`config.mk`:
```
export PLATFORM = sky130hd
export DESIGN_NAME = risc_decode_execute_unit_core
export DESIGN_NICKNAME = d
export VERILOG_FILES = /design/src/hw/rtl/rde_pkg.sv /design/src/hw/rtl/rde_decode.sv /design/src/hw/rtl/rde_execute.sv /design/src/hw/rtl/risc_decode_execute_unit_core.sv
export SDC_FILE = /design/constraint.sdc
export NUM_CORES = 1
export LEC_CHECK = 0
export BUFFER_PORTS_ARGS = -buffer_cell sky130_fd_sc_hd__buf_4
export CAP_MARGIN = 25
export CORE_MARGIN = 3
export CORE_UTILIZATION = 40
export DETAILED_ROUTE_END_ITERATION = 7
export PLACE_DENSITY = 0.62
export SLEW_MARGIN = 25
export SYNTH_ARGS = -nofsm -noshare
export SYNTH_HDL_FRONTEND = slang
export SYNTH_SLANG_ARGS = --single-unit
```
`constraint.sdc`:
```
create_clock -name clk -period 7.28 [get_ports clk]
set_input_delay 0.728 -clock clk [delete_from_list [all_inputs] [get_ports clk]]
set_output_delay 0.728 -clock clk [all_outputs]
set_load 0.02 [all_outputs]
```
`src/hw/rtl/rde_pkg.sv`:
```
// Shared types and codes for the integer decode/execute pipeline.
// No dependencies; used by rde_decode, rde_execute and the top level.
package rde_pkg;

    localparam int unsigned XLEN = 32;
    localparam int unsigned REG_ADDR_W = 5;

    // Major opcodes
    localparam logic [5:0] OP_SPECIAL = 6'h00;
    localparam logic [5:0] OP_REGIMM  = 6'h01;
    localparam logic [5:0] OP_J       = 6'h02;
    localparam logic [5:0] OP_JAL     = 6'h03;
    localparam logic [5:0] OP_BEQ     = 6'h04;
    localparam logic [5:0] OP_BNE     = 6'h05;
    localparam logic [5:0] OP_BLEZ    = 6'h06;
    localparam logic [5:0] OP_BGTZ    = 6'h07;
    localparam logic [5:0] OP_ADDI    = 6'h08;
    localparam logic [5:0] OP_ADDIU   = 6'h09;
    localparam logic [5:0] OP_SLTI    = 6'h0A;
    localparam logic [5:0] OP_SLTIU   = 6'h0B;
    localparam logic [5:0] OP_ANDI    = 6'h0C;
    localparam logic [5:0] OP_ORI     = 6'h0D;
    localparam logic [5:0] OP_XORI    = 6'h0E;
    localparam logic [5:0] OP_LUI     = 6'h0F;
    localparam logic [5:0] OP_LW      = 6'h23;

    // R-format function codes
    localparam logic [5:0] FN_SLL  = 6'h00;
    localparam logic [5:0] FN_SRL  = 6'h02;
    localparam logic [5:0] FN_SRA  = 6'h03;
    localparam logic [5:0] FN_SLLV = 6'h04;
    localparam logic [5:0] FN_SRLV = 6'h06;
    localparam logic [5:0] FN_SRAV = 6'h07;
    localparam logic [5:0] FN_ADD  = 6'h20;
    localparam logic [5:0] FN_ADDU = 6'h21;
    localparam logic [5:0] FN_SUB  = 6'h22;
    localparam logic [5:0] FN_SUBU = 6'h23;
    localparam logic [5:0] FN_AND  = 6'h24;
    localparam logic [5:0] FN_OR   = 6'h25;
    localparam logic [5:0] FN_XOR  = 6'h26;
    localparam logic [5:0] FN_NOR  = 6'h27;
    localparam logic [5:0] FN_SLT  = 6'h2A;
    localparam logic [5:0] FN_SLTU = 6'h2B;

    localparam logic [4:0] RT_BLTZ = 5'd0;
    localparam logic [4:0] LINK_REG = 5'd31;
    localparam logic [XLEN-1:0] JUMP_REGION_MASK = 32'hF000_0000;

    // ALU operations
    localparam logic [3:0] ALU_ZERO = 4'd0;
    localparam logic [3:0] ALU_SLL  = 4'd1;
    localparam logic [3:0] ALU_SRL  = 4'd2;
    localparam logic [3:0] ALU_SRA  = 4'd3;
    localparam logic [3:0] ALU_ADD  = 4'd4;
    localparam logic [3:0] ALU_SUB  = 4'd5;
    localparam logic [3:0] ALU_AND  = 4'd6;
    localparam logic [3:0] ALU_OR   = 4'd7;
    localparam logic [3:0] ALU_XOR  = 4'd8;
    localparam logic [3:0] ALU_NOR  = 4'd9;
    localparam logic [3:0] ALU_SLT  = 4'd10;
    localparam logic [3:0] ALU_SLTU = 4'd11;
    localparam logic [3:0] ALU_PASS_B = 4'd12;

    // Branch / jump kinds
    localparam logic [2:0] BR_NONE = 3'd0;
    localparam logic [2:0] BR_EQ   = 3'd1;
    localparam logic [2:0] BR_NE   = 3'd2;
    localparam logic [2:0] BR_LTZ  = 3'd3;
    localparam logic [2:0] BR_LEZ  = 3'd4;
    localparam logic [2:0] BR_GTZ  = 3'd5;
    localparam logic [2:0] BR_JUMP = 3'd6;

    // Control word carried down the pipe
    typedef struct packed {
        logic [3:0]            alu_op;
        logic [2:0]            br_kind;
        logic [REG_ADDR_W-1:0] dest;
        logic                  reg_write;
        logic                  mem_load;
        logic                  illegal;
    } ctrl_t;

endpackage

```
`src/hw/rtl/rde_decode.sv`:
```
// Stage 1: instruction decode, operand selection and branch/jump target add.
// Depends on rde_pkg.
module rde_decode (
    input  logic                               clk,
    input  logic                               rst_n,
    input  logic                               load,
    input  logic                               valid_in,
    input  logic [rde_pkg::XLEN-1:0]           instruction,
    input  logic [rde_pkg::XLEN-1:0]           rs_value,
    input  logic [rde_pkg::XLEN-1:0]           rt_value,
    input  logic [rde_pkg::XLEN-1:0]           pc_next,
    output logic                               valid,
    output rde_pkg::ctrl_t                     ctrl,
    output logic [rde_pkg::XLEN-1:0]           op_a,
    output logic [rde_pkg::XLEN-1:0]           op_b,
    output logic [4:0]                         shamt,
    output logic [rde_pkg::XLEN-1:0]           target
);

    logic                     valid_reg;
    rde_pkg::ctrl_t           ctrl_reg, ctrl_next;
    logic [rde_pkg::XLEN-1:0] op_a_reg, op_a_next;
    logic [rde_pkg::XLEN-1:0] op_b_reg, op_b_next;
    logic [4:0]               shamt_reg, shamt_next;
    logic [rde_pkg::XLEN-1:0] target_reg, target_next;

    logic [5:0]  opcode;
    logic [5:0]  funct;
    logic [4:0]  rt;
    logic [4:0]  rd;
    logic [15:0] imm;
    logic [rde_pkg::XLEN-1:0] simm;
    logic [rde_pkg::XLEN-1:0] zimm;
    logic        wr;
    logic        bad;

    assign opcode = instruction[31:26];
    assign rt     = instruction[20:16];
    assign rd     = instruction[15:11];
    assign funct  = instruction[5:0];
    assign imm    = instruction[15:0];
    assign simm   = {{16{imm[15]}}, imm};
    assign zimm   = {16'h0000, imm};

    always_comb
    begin
        ctrl_next   = '0;
        op_a_next   = rs_value;
        op_b_next   = rt_value;
        shamt_next  = instruction[10:6];
        target_next = pc_next + simm;
        wr          = 1'b0;
        bad         = 1'b0;
        ctrl_next.alu_op  = rde_pkg::ALU_ZERO;
        ctrl_next.br_kind = rde_pkg::BR_NONE;

        unique case (opcode)
            rde_pkg::OP_SPECIAL:
            begin
                ctrl_next.dest = rd;
                wr = 1'b1;
                unique case (funct)
                    rde_pkg::FN_SLL:  ctrl_next.alu_op = rde_pkg::ALU_SLL;
                    rde_pkg::FN_SRL:  ctrl_next.alu_op = rde_pkg::ALU_SRL;
                    rde_pkg::FN_SRA:  ctrl_next.alu_op = rde_pkg::ALU_SRA;
                    rde_pkg::FN_SLLV:
                    begin
                        ctrl_next.alu_op = rde_pkg::ALU_SLL;
                        shamt_next = rs_value[4:0];
                    end
                    rde_pkg::FN_SRLV:
                    begin
                        ctrl_next.alu_op = rde_pkg::ALU_SRL;
                        shamt_next = rs_value[4:0];
                    end
                    rde_pkg::FN_SRAV:
                    begin
                        ctrl_next.alu_op = rde_pkg::ALU_SRA;
                        shamt_next = rs_value[4:0];
                    end
                    rde_pkg::FN_ADD, rde_pkg::FN_ADDU:
                        ctrl_next.alu_op = rde_pkg::ALU_ADD;
                    rde_pkg::FN_SUB, rde_pkg::FN_SUBU:
                        ctrl_next.alu_op = rde_pkg::ALU_SUB;
                    rde_pkg::FN_AND:  ctrl_next.alu_op = rde_pkg::ALU_AND;
                    rde_pkg::FN_OR:   ctrl_next.alu_op = rde_pkg::ALU_OR;
                    rde_pkg::FN_XOR:  ctrl_next.alu_op = rde_pkg::ALU_XOR;
                    rde_pkg::FN_NOR:  ctrl_next.alu_op = rde_pkg::ALU_NOR;
                    rde_pkg::FN_SLT:  ctrl_next.alu_op = rde_pkg::ALU_SLT;
                    rde_pkg::FN_SLTU: ctrl_next.alu_op = rde_pkg::ALU_SLTU;
                    default:          bad = 1'b1;
                endcase
            end
            rde_pkg::OP_REGIMM:
            begin
                if (rt == rde_pkg::RT_BLTZ)
                    ctrl_next.br_kind = rde_pkg::BR_LTZ;
                else
                    bad = 1'b1;
            end
            rde_pkg::OP_J:
            begin
                ctrl_next.br_kind = rde_pkg::BR_JUMP;
                target_next = (pc_next & rde_pkg::JUMP_REGION_MASK)
                            | {6'b0, instruction[25:0]};
            end
            rde_pkg::OP_JAL:
            begin
                ctrl_next.br_kind = rde_pkg::BR_JUMP;
                target_next = (pc_next & rde_pkg::JUMP_REGION_MASK)
                            | {6'b0, instruction[25:0]};
                ctrl_next.alu_op = rde_pkg::ALU_PASS_B;
                op_b_next = pc_next;
                ctrl_next.dest = rde_pkg::LINK_REG;
                wr = 1'b1;
            end
            rde_pkg::OP_BEQ:  ctrl_next.br_kind = rde_pkg::BR_EQ;
            rde_pkg::OP_BNE:  ctrl_next.br_kind = rde_pkg::BR_NE;
            rde_pkg::OP_BLEZ: ctrl_next.br_kind = rde_pkg::BR_LEZ;
            rde_pkg::OP_BGTZ: ctrl_next.br_kind = rde_pkg::BR_GTZ;
            rde_pkg::OP_ADDI, rde_pkg::OP_ADDIU:
            begin
                ctrl_next.dest = rt; wr = 1'b1;
                ctrl_next.alu_op = rde_pkg::ALU_ADD; op_b_next = simm;
            end
            rde_pkg::OP_SLTI:
            begin
                ctrl_next.dest = rt; wr = 1'b1;
                ctrl_next.alu_op = rde_pkg::ALU_SLT; op_b_next = simm;
            end
            rde_pkg::OP_SLTIU:
            begin
                ctrl_next.dest = rt; wr = 1'b1;
                ctrl_next.alu_op = rde_pkg::ALU_SLTU; op_b_next = simm;
            end
            rde_pkg::OP_ANDI:
            begin
                ctrl_next.dest = rt; wr = 1'b1;
                ctrl_next.alu_op = rde_pkg::ALU_AND; op_b_next = zimm;
            end
            rde_pkg::OP_ORI:
            begin
                ctrl_next.dest = rt; wr = 1'b1;
                ctrl_next.alu_op = rde_pkg::ALU_OR; op_b_next = zimm;
            end
            rde_pkg::OP_XORI:
            begin
                ctrl_next.dest = rt; wr = 1'b1;
                ctrl_next.alu_op = rde_pkg::ALU_XOR; op_b_next = zimm;
            end
            rde_pkg::OP_LUI:
            begin
                ctrl_next.dest = rt; wr = 1'b1;
                ctrl_next.alu_op = rde_pkg::ALU_PASS_B;
                op_b_next = {imm, 16'h0000};
            end
            rde_pkg::OP_LW:
            begin
                ctrl_next.dest = rt; wr = 1'b1;
                ctrl_next.mem_load = 1'b1;
                ctrl_next.alu_op = rde_pkg::ALU_ADD; op_b_next = simm;
            end
            default: bad = 1'b1;
        endcase

        // illegal word: everything but the flag reads zero
        if (bad)
        begin
            ctrl_next = '0;
            ctrl_next.alu_op  = rde_pkg::ALU_ZERO;
            ctrl_next.br_kind = rde_pkg::BR_NONE;
            ctrl_next.illegal = 1'b1;
            wr = 1'b0;
        end
        ctrl_next.reg_write = wr && (ctrl_next.dest != '0);
    end

    always_ff @(posedge clk or negedge rst_n)
    begin
        if (!rst_n)
            valid_reg <= 1'b0;
        else if (load)
            valid_reg <= valid_in;
    end

    always_ff @(posedge clk)
    begin
        if (load && valid_in)
        begin
            ctrl_reg   <= ctrl_next;
            op_a_reg   <= op_a_next;
            op_b_reg   <= op_b_next;
            shamt_reg  <= shamt_next;
            target_reg <= target_next;
        end
    end

    assign valid  = valid_reg;
    assign ctrl   = ctrl_reg;
    assign op_a   = op_a_reg;
    assign op_b   = op_b_reg;
    assign shamt  = shamt_reg;
    assign target = target_reg;

endmodule

```
`src/hw/rtl/rde_execute.sv`:
```
// Stage 2: ALU (add/sub, shifter, logic, compares) and branch condition.
// Depends on rde_pkg; fed by rde_decode.
module rde_execute (
    input  logic                     clk,
    input  logic                     rst_n,
    input  logic                     load,
    input  logic                     valid_in,
    input  rde_pkg::ctrl_t           ctrl_in,
    input  logic [rde_pkg::XLEN-1:0] op_a,
    input  logic [rde_pkg::XLEN-1:0] op_b,
    input  logic [4:0]               shamt,
    input  logic [rde_pkg::XLEN-1:0] target_in,
    output logic                     valid,
    output rde_pkg::ctrl_t           ctrl,
    output logic [rde_pkg::XLEN-1:0] result,
    output logic                     taken,
    output logic [rde_pkg::XLEN-1:0] target
);

    logic                     valid_reg;
    rde_pkg::ctrl_t           ctrl_reg;
    logic [rde_pkg::XLEN-1:0] result_reg, result_next;
    logic                     taken_reg, taken_next;
    logic [rde_pkg::XLEN-1:0] target_reg;

    logic a_neg;
    logic a_zero;

    assign a_neg  = op_a[rde_pkg::XLEN-1];
    assign a_zero = (op_a == '0);

    always_comb
    begin
        unique case (ctrl_in.alu_op)
            rde_pkg::ALU_SLL:    result_next = op_b << shamt;
            rde_pkg::ALU_SRL:    result_next = op_b >> shamt;
            rde_pkg::ALU_SRA:    result_next = $unsigned($signed(op_b) >>> shamt);
            rde_pkg::ALU_ADD:    result_next = op_a + op_b;
            rde_pkg::ALU_SUB:    result_next = op_a - op_b;
            rde_pkg::ALU_AND:    result_next = op_a & op_b;
            rde_pkg::ALU_OR:     result_next = op_a | op_b;
            rde_pkg::ALU_XOR:    result_next = op_a ^ op_b;
            rde_pkg::ALU_NOR:    result_next = ~(op_a | op_b);
            rde_pkg::ALU_SLT:
                result_next = {31'b0, ($signed(op_a) < $signed(op_b))};
            rde_pkg::ALU_SLTU:   result_next = {31'b0, (op_a < op_b)};
            rde_pkg::ALU_PASS_B: result_next = op_b;
            default:             result_next = '0;
        endcase
    end

    always_comb
    begin
        unique case (ctrl_in.br_kind)
            rde_pkg::BR_EQ:   taken_next = (op_a == op_b);
            rde_pkg::BR_NE:   taken_next = (op_a != op_b);
            rde_pkg::BR_LTZ:  taken_next = a_neg;
            rde_pkg::BR_LEZ:  taken_next = a_neg || a_zero;
            rde_pkg::BR_GTZ:  taken_next = !a_neg && !a_zero;
            rde_pkg::BR_JUMP: taken_next = 1'b1;
            default:          taken_next = 1'b0;
        endcase
    end

    always_ff @(posedge clk or negedge rst_n)
    begin
        if (!rst_n)
            valid_reg <= 1'b0;
        else if (load)
            valid_reg <= valid_in;
    end

    always_ff @(posedge clk)
    begin
        if (load && valid_in)
        begin
            ctrl_reg   <= ctrl_in;
            result_reg <= result_next;
            taken_reg  <= taken_next;
            target_reg <= target_in;
        end
    end

    assign valid  = valid_reg;
    assign ctrl   = ctrl_reg;
    assign result = result_reg;
    assign taken  = taken_reg;
    assign target = target_reg;

endmodule

```
`src/hw/rtl/risc_decode_execute_unit_core.sv`:
```
// Top level of the integer decode/execute pipeline: stage control and output register.
// Depends on rde_pkg, rde_decode and rde_execute.
//
// Usage:
//   Input channel: instruction, rs_value, rt_value and pc_next with in_valid and
//   in_stall. A word is taken at a clock edge with in_valid high and in_stall low.
//   Output channel: result, dest_reg, reg_write, mem_load, branch_taken, target_pc
//   and illegal with out_valid and out_stall; a word leaves when out_valid is high
//   and out_stall low. Each input word gives exactly one output word, in order.
//   Registers: decode, execute and output, in that order.
//   Throughput: one word per cycle while the receiver does not stall.
//   On stall the output word holds; earlier stages keep filling their empty slots
//   and in_stall rises only once all three stages hold a word.
//   Reset (rst_n low, asynchronous) empties the pipe; nothing is lost across a
//   stall since every stage only moves when the next one can take its word.
module risc_decode_execute_unit_core (
    input  logic                          clk,
    input  logic                          rst_n,
    input  logic                          in_valid,
    output logic                          in_stall,
    input  logic [rde_pkg::XLEN-1:0]      instruction,
    input  logic [rde_pkg::XLEN-1:0]      rs_value,
    input  logic [rde_pkg::XLEN-1:0]      rt_value,
    input  logic [rde_pkg::XLEN-1:0]      pc_next,
    output logic                          out_valid,
    input  logic                          out_stall,
    output logic [rde_pkg::XLEN-1:0]      result,
    output logic [rde_pkg::REG_ADDR_W-1:0] dest_reg,
    output logic                          reg_write,
    output logic                          mem_load,
    output logic                          branch_taken,
    output logic [rde_pkg::XLEN-1:0]      target_pc,
    output logic                          illegal
);

    logic adv1, adv2, adv3;

    logic                     s1_valid;
    rde_pkg::ctrl_t           s1_ctrl;
    logic [rde_pkg::XLEN-1:0] s1_op_a, s1_op_b, s1_target;
    logic [4:0]               s1_shamt;

    logic                     s2_valid;
    rde_pkg::ctrl_t           s2_ctrl;
    logic [rde_pkg::XLEN-1:0] s2_result, s2_target;
    logic                     s2_taken;

    logic                      valid_reg;
    logic [rde_pkg::XLEN-1:0]  result_reg;
    logic [rde_pkg::REG_ADDR_W-1:0] dest_reg_reg;
    logic                      reg_write_reg;
    logic                      mem_load_reg;
    logic                      taken_reg;
    logic [rde_pkg::XLEN-1:0]  target_reg, target_next;
    logic                      illegal_reg;

    // a stage moves when it is empty or its word moves on
    assign adv3 = !valid_reg || !out_stall;
    assign adv2 = !s2_valid || adv3;
    assign adv1 = !s1_valid || adv2;
    assign in_stall = !adv1;

    rde_decode u_decode (
        .clk         (clk),
        .rst_n       (rst_n),
        .load        (adv1),
        .valid_in    (in_valid),
        .instruction (instruction),
        .rs_value    (rs_value),
        .rt_value    (rt_value),
        .pc_next     (pc_next),
        .valid       (s1_valid),
        .ctrl        (s1_ctrl),
        .op_a        (s1_op_a),
        .op_b        (s1_op_b),
        .shamt       (s1_shamt),
        .target      (s1_target)
    );

    rde_execute u_execute (
        .clk       (clk),
        .rst_n     (rst_n),
        .load      (adv2),
        .valid_in  (s1_valid),
        .ctrl_in   (s1_ctrl),
        .op_a      (s1_op_a),
        .op_b      (s1_op_b),
        .shamt     (s1_shamt),
        .target_in (s1_target),
        .valid     (s2_valid),
        .ctrl      (s2_ctrl),
        .result    (s2_result),
        .taken     (s2_taken),
        .target    (s2_target)
    );

    assign target_next = s2_taken ? s2_target : '0;

    always_ff @(posedge clk or negedge rst_n)
    begin
        if (!rst_n)
            valid_reg <= 1'b0;
        else if (adv3)
            valid_reg <= s2_valid;
    end

    always_ff @(posedge clk)
    begin
        if (adv3 && s2_valid)
        begin
            result_reg    <= s2_result;
            dest_reg_reg  <= s2_ctrl.dest;
            reg_write_reg <= s2_ctrl.reg_write;
            mem_load_reg  <= s2_ctrl.mem_load;
            taken_reg     <= s2_taken;
            target_reg    <= target_next;
            illegal_reg   <= s2_ctrl.illegal;
        end
    end

    assign out_valid    = valid_reg;
    assign result       = result_reg;
    assign dest_reg     = dest_reg_reg;
    assign reg_write    = reg_write_reg;
    assign mem_load     = mem_load_reg;
    assign branch_taken = taken_reg;
    assign target_pc    = target_reg;
    assign illegal      = illegal_reg;

    // illegal word carries nothing else
    a_illegal_clean: assert property (@(posedge clk) disable iff (!rst_n)
        out_valid && illegal |-> result == '0 && dest_reg == '0 && !reg_write
            && !mem_load && !branch_taken && target_pc == '0)
        else $error("illegal word with live fields");

    a_no_write_r0: assert property (@(posedge clk) disable iff (!rst_n)
        out_valid && reg_write |-> dest_reg != '0)
        else $error("write to register zero");

    a_target_idle: assert property (@(posedge clk) disable iff (!rst_n)
        out_valid && !branch_taken |-> target_pc == '0)
        else $error("target set without a taken branch");

    a_load_no_branch: assert property (@(posedge clk) disable iff (!rst_n)
        out_valid && mem_load |-> !branch_taken && !illegal)
        else $error("load flagged with branch or illegal");

    a_stall_only_full: assert property (@(posedge clk) disable iff (!rst_n)
        in_stall |-> out_stall && out_valid && s1_valid && s2_valid)
        else $error("input stalled with room in the pipe");

endmodule
```
==> impl_metrics.json <==
{
  "async_reset_ff_share_pct": 1.13,
  "postSynthCellCount": 2228,
  "arrival_ns": 4.19,
  "cts_root_buffer": "clkbuf_16",
  "cp_num_buf_inv": 1,
  "synth_area_per_cell_um2": 9.32,
  "comb_power_share_pct": 30.1,
  "clock_latency_ns": 0.59,
  "met2WireLength_um": 37900,
  "overflow": 0,
  "die_h_um": 234,
  "critPathLaunch": "u_decode.ctrl[12]",
  "fin_worst_skew_ns": 0.0130,
  "synth_nets": 2491,
  "grt_setup_unrepaired": "false",
  "crit_slowest_cell": "a2111oi_0",
  "setup_viol": 0,
  "clk_pin_slew_ns": 0.06,
  "hpwlAfterDp_um": 62800,
  "outcome": "finished clean",
  "fin_crit_sh_pct": 53.9,
  "leakagePower_nw": 9.49,
  "seqPwrFrac_pct": 38.8,
  "clock_power_share_pct": 31.1,
  "cts_setup_buffers": 0,
  "synth_ff_type": "edfxtp_1",
  "yosysSeqAreaShare_pct": 38.3,
  "numCtsBuffers": 29,
  "synth_cell_type_count": 91,
  "grt_pass1_wl_um": 122000,
  "peakVddDrop_mv": 0.171,
  "top_layer_used": "met4",
  "fin_nets": 2608,
  "numPortBuffers": 206,
  "hold_depth": 1,
  "hold_viol": 0,
  "ant_nets": 0,
  "fmax_mhz": 255,
  "crit_path_max_incr_delay_ns": 1.07,
  "worstSetupStartpointType": "flop",
  "wl_met1_um": 34800,
  "post_cts_resized": 0,
  "p_sw_mw": 1.76,
  "pin_count": 207,
  "drive_above_1_share_pct": 16.3,
  "r2r_cells": 7,
  "wl_per_cell_um": 27.3,
  "cts_tree": "done",
  "grt_pass1_vias": 18700,
  "rr_startpoint": "u_decode.ctrl[12]",
  "cts_max_path_buffers": 3,
  "yosys_warnings": 0,
  "mappedNetlistArea_um2": 20800,
  "criticalPathCategory": "reg -> reg",
  "area_growth_pct": 15.1,
  "intPower_mw": 3.45,
  "start_util_pct": 41.0,
  "route.met3.wl_um": 6040,
  "ys_ff_latch": 265,
  "hold_class": "in -> reg",
  "setup_tns_ns": 0,
  "drv_slew": 0,
  "r2r_slack_ns": 3.36,
  "fin_crit_ns": 3.92,
  "wirelength_um": 82900,
  "vias": 19400,
  "relSlewSlack_pct": 13.7,
  "critPathTopFamily": "compound AO/OA/AOI/OAI gates",
  "cts.htree.levels": 1,
  "first_pass_iters": 8,
  "grt_max_degree": 74,
  "path_cells": "nor2_1, and2_1, buf_4, a221oi_1, o41ai_1, a2111oi_0, o2111ai_1",
  "power_density_nw_per_um2": 218,
  "gp_congestion": 1.00,
  "antenna_found_initial": 0,
  "path_depth": 7,
  "viasPerCell": 6.39,
  "die_x_um": 234,
  "finalPower_mw": 5.21,
  "critPathCaptureType": "flop",
  "crit_required_ns": 7.55,
  "cts_sinks": 265,
  "num_rows": 82,
  "synth-edff-count": 262,
  "drv_cap": 0,
  "post-route-drc-count": 0,
  "track_usage_pct": 29.7,
  "switching_share_pct": 33.7,
  "worst_pin_slew_ns": 1.26,
  "coreArea_um2": 50700,
  "dieArea_um2": 54700,
  "min_from": "rs_value[13]",
  "drtIter0Drc": 2512,
  "critPathMaxFanout": 28
}
-- layout make-up --
cell class	instances	area (um2)
timing repair buffer	249	1880
antenna	1	2.50
clock inverter	22	305
fill	4932	26800
sequential	265	7940
clock buffer	32	737
multi-input combinational	1665	11700
inverter	135	507
tap	672	841
-- stage by stage --
stage                     hold slack [ns]  instance area, um2  setup slack (ns)  std cells  utilization (%)
after detailed placement            0.405               22800              3.38       2985             45.1
after CTS                           0.278               23900              3.33       3040             47.1
after floorplan                     0.400               20800             0.652       2228                -
after global routing                0.299               23900              3.14       3040             47.2
final                               0.315               23900              3.36       3041             47.2
after global placement              0.401               22800              3.41       2985             45.1
-- kinds of logic (layout without fill, tap and decap cells) --
| group | Yosys count | count (layout) | synth area share (%) |
|---|---|---|---|
| AND/OR/NAND/NOR | 632 | 632 | 14.5 |
| multiplexers | 125 | 125 | 8.04 |
| adder cells (fa/ha/maj) | 132 | 132 | 8.05 |
| AO/OA/AOI/OAI | 747 | 747 | 24.1 |
| flip-flops | 265 | 265 | 38.3 |
| buffers and inverters | 298 | 438 | 5.89 |
| other | 0 | 1 | 0 |
| XOR/XNOR | 29 | 29 | 1.22 |
-- cells in the mapped netlist, drive strengths merged, types with 44 or more instances --
library cell	number	area share, %
buf	57	1.5
nor2	188	3.4
nand2	178	3.2
edfxtp	262	38
inv	134	2.4
ha	128	7.7
mux2i	73	3.5
o21ai	169	4.1
nor3	52	1.3
clkbuf	106	1.9
a21oi	179	4.3
and2	44	1.3
-- per-layer routing --
| metal | GRT usage, % | vias up |
|---|---|---|
| li1 | - | 8681 |
| met1 | 40.7 | 9568 |
| met2 | 48.2 | 1011 |
| met3 | 2.75 | 176 |
| met4 | 12.7 | 0 |
| met5 | 0 | - |
-- final timing paths --
kind / end
setup / recovery: u_execute.result[15]
hold reg to reg: dest_reg[1]
hold / removal: u_decode.op_a[13]
max in group asynchronous: u_decode.valid
min in group asynchronous: out_valid
setup reg to reg: u_execute.result[15]
-- layout by cell type (no fill, tap or decap), types with 21 or more instances in the layout --
| master | count |
|---|---|
| a21o_1 | 33 |
| o211ai_1 | 32 |
| nand3_1 | 39 |
| o21ai_0 | 121 |
| a31oi_1 | 30 |
| a211oi_1 | 27 |
| o31ai_1 | 21 |
| inv_1 | 126 |
| nand2b_1 | 24 |
| a221oi_1 | 24 |
| clkbuf_16 | 29 |
| ha_1 | 128 |
| edfxtp_1 | 262 |
| mux2i_1 | 73 |
| buf_4 | 247 |
| o21ai_1 | 46 |
| nor2_1 | 187 |
| a222oi_1 | 23 |
| a21oi_1 | 179 |
| mux4_2 | 31 |
| and2_1 | 41 |
| a22oi_1 | 32 |
| nand2_1 | 177 |
| nor3_1 | 48 |
-- what timing repair did --
item / in CTS / in global routing
hold buffers: 1 / 0
setup endpoints to repair: 0 / 0
hold endpoints to repair: 3 / 0
-- power by group through the flow --
stage / combinational [mW] / clock, mW / sequential (mW)
6_report: 1.57 / 1.62 / 2.02
5_1_grt: 1.68 / 1.71 / 2.04
2_1_floorplan: 0.920 / 0 / 2.08
4_1_cts: 1.54 / 1.66 / 2.02
3_5_place_dp: 1.53 / 0 / 2.05
3_3_place_gp: 1.53 / 0 / 2.05
Note: power is estimated with default switching activity, not from simulation.
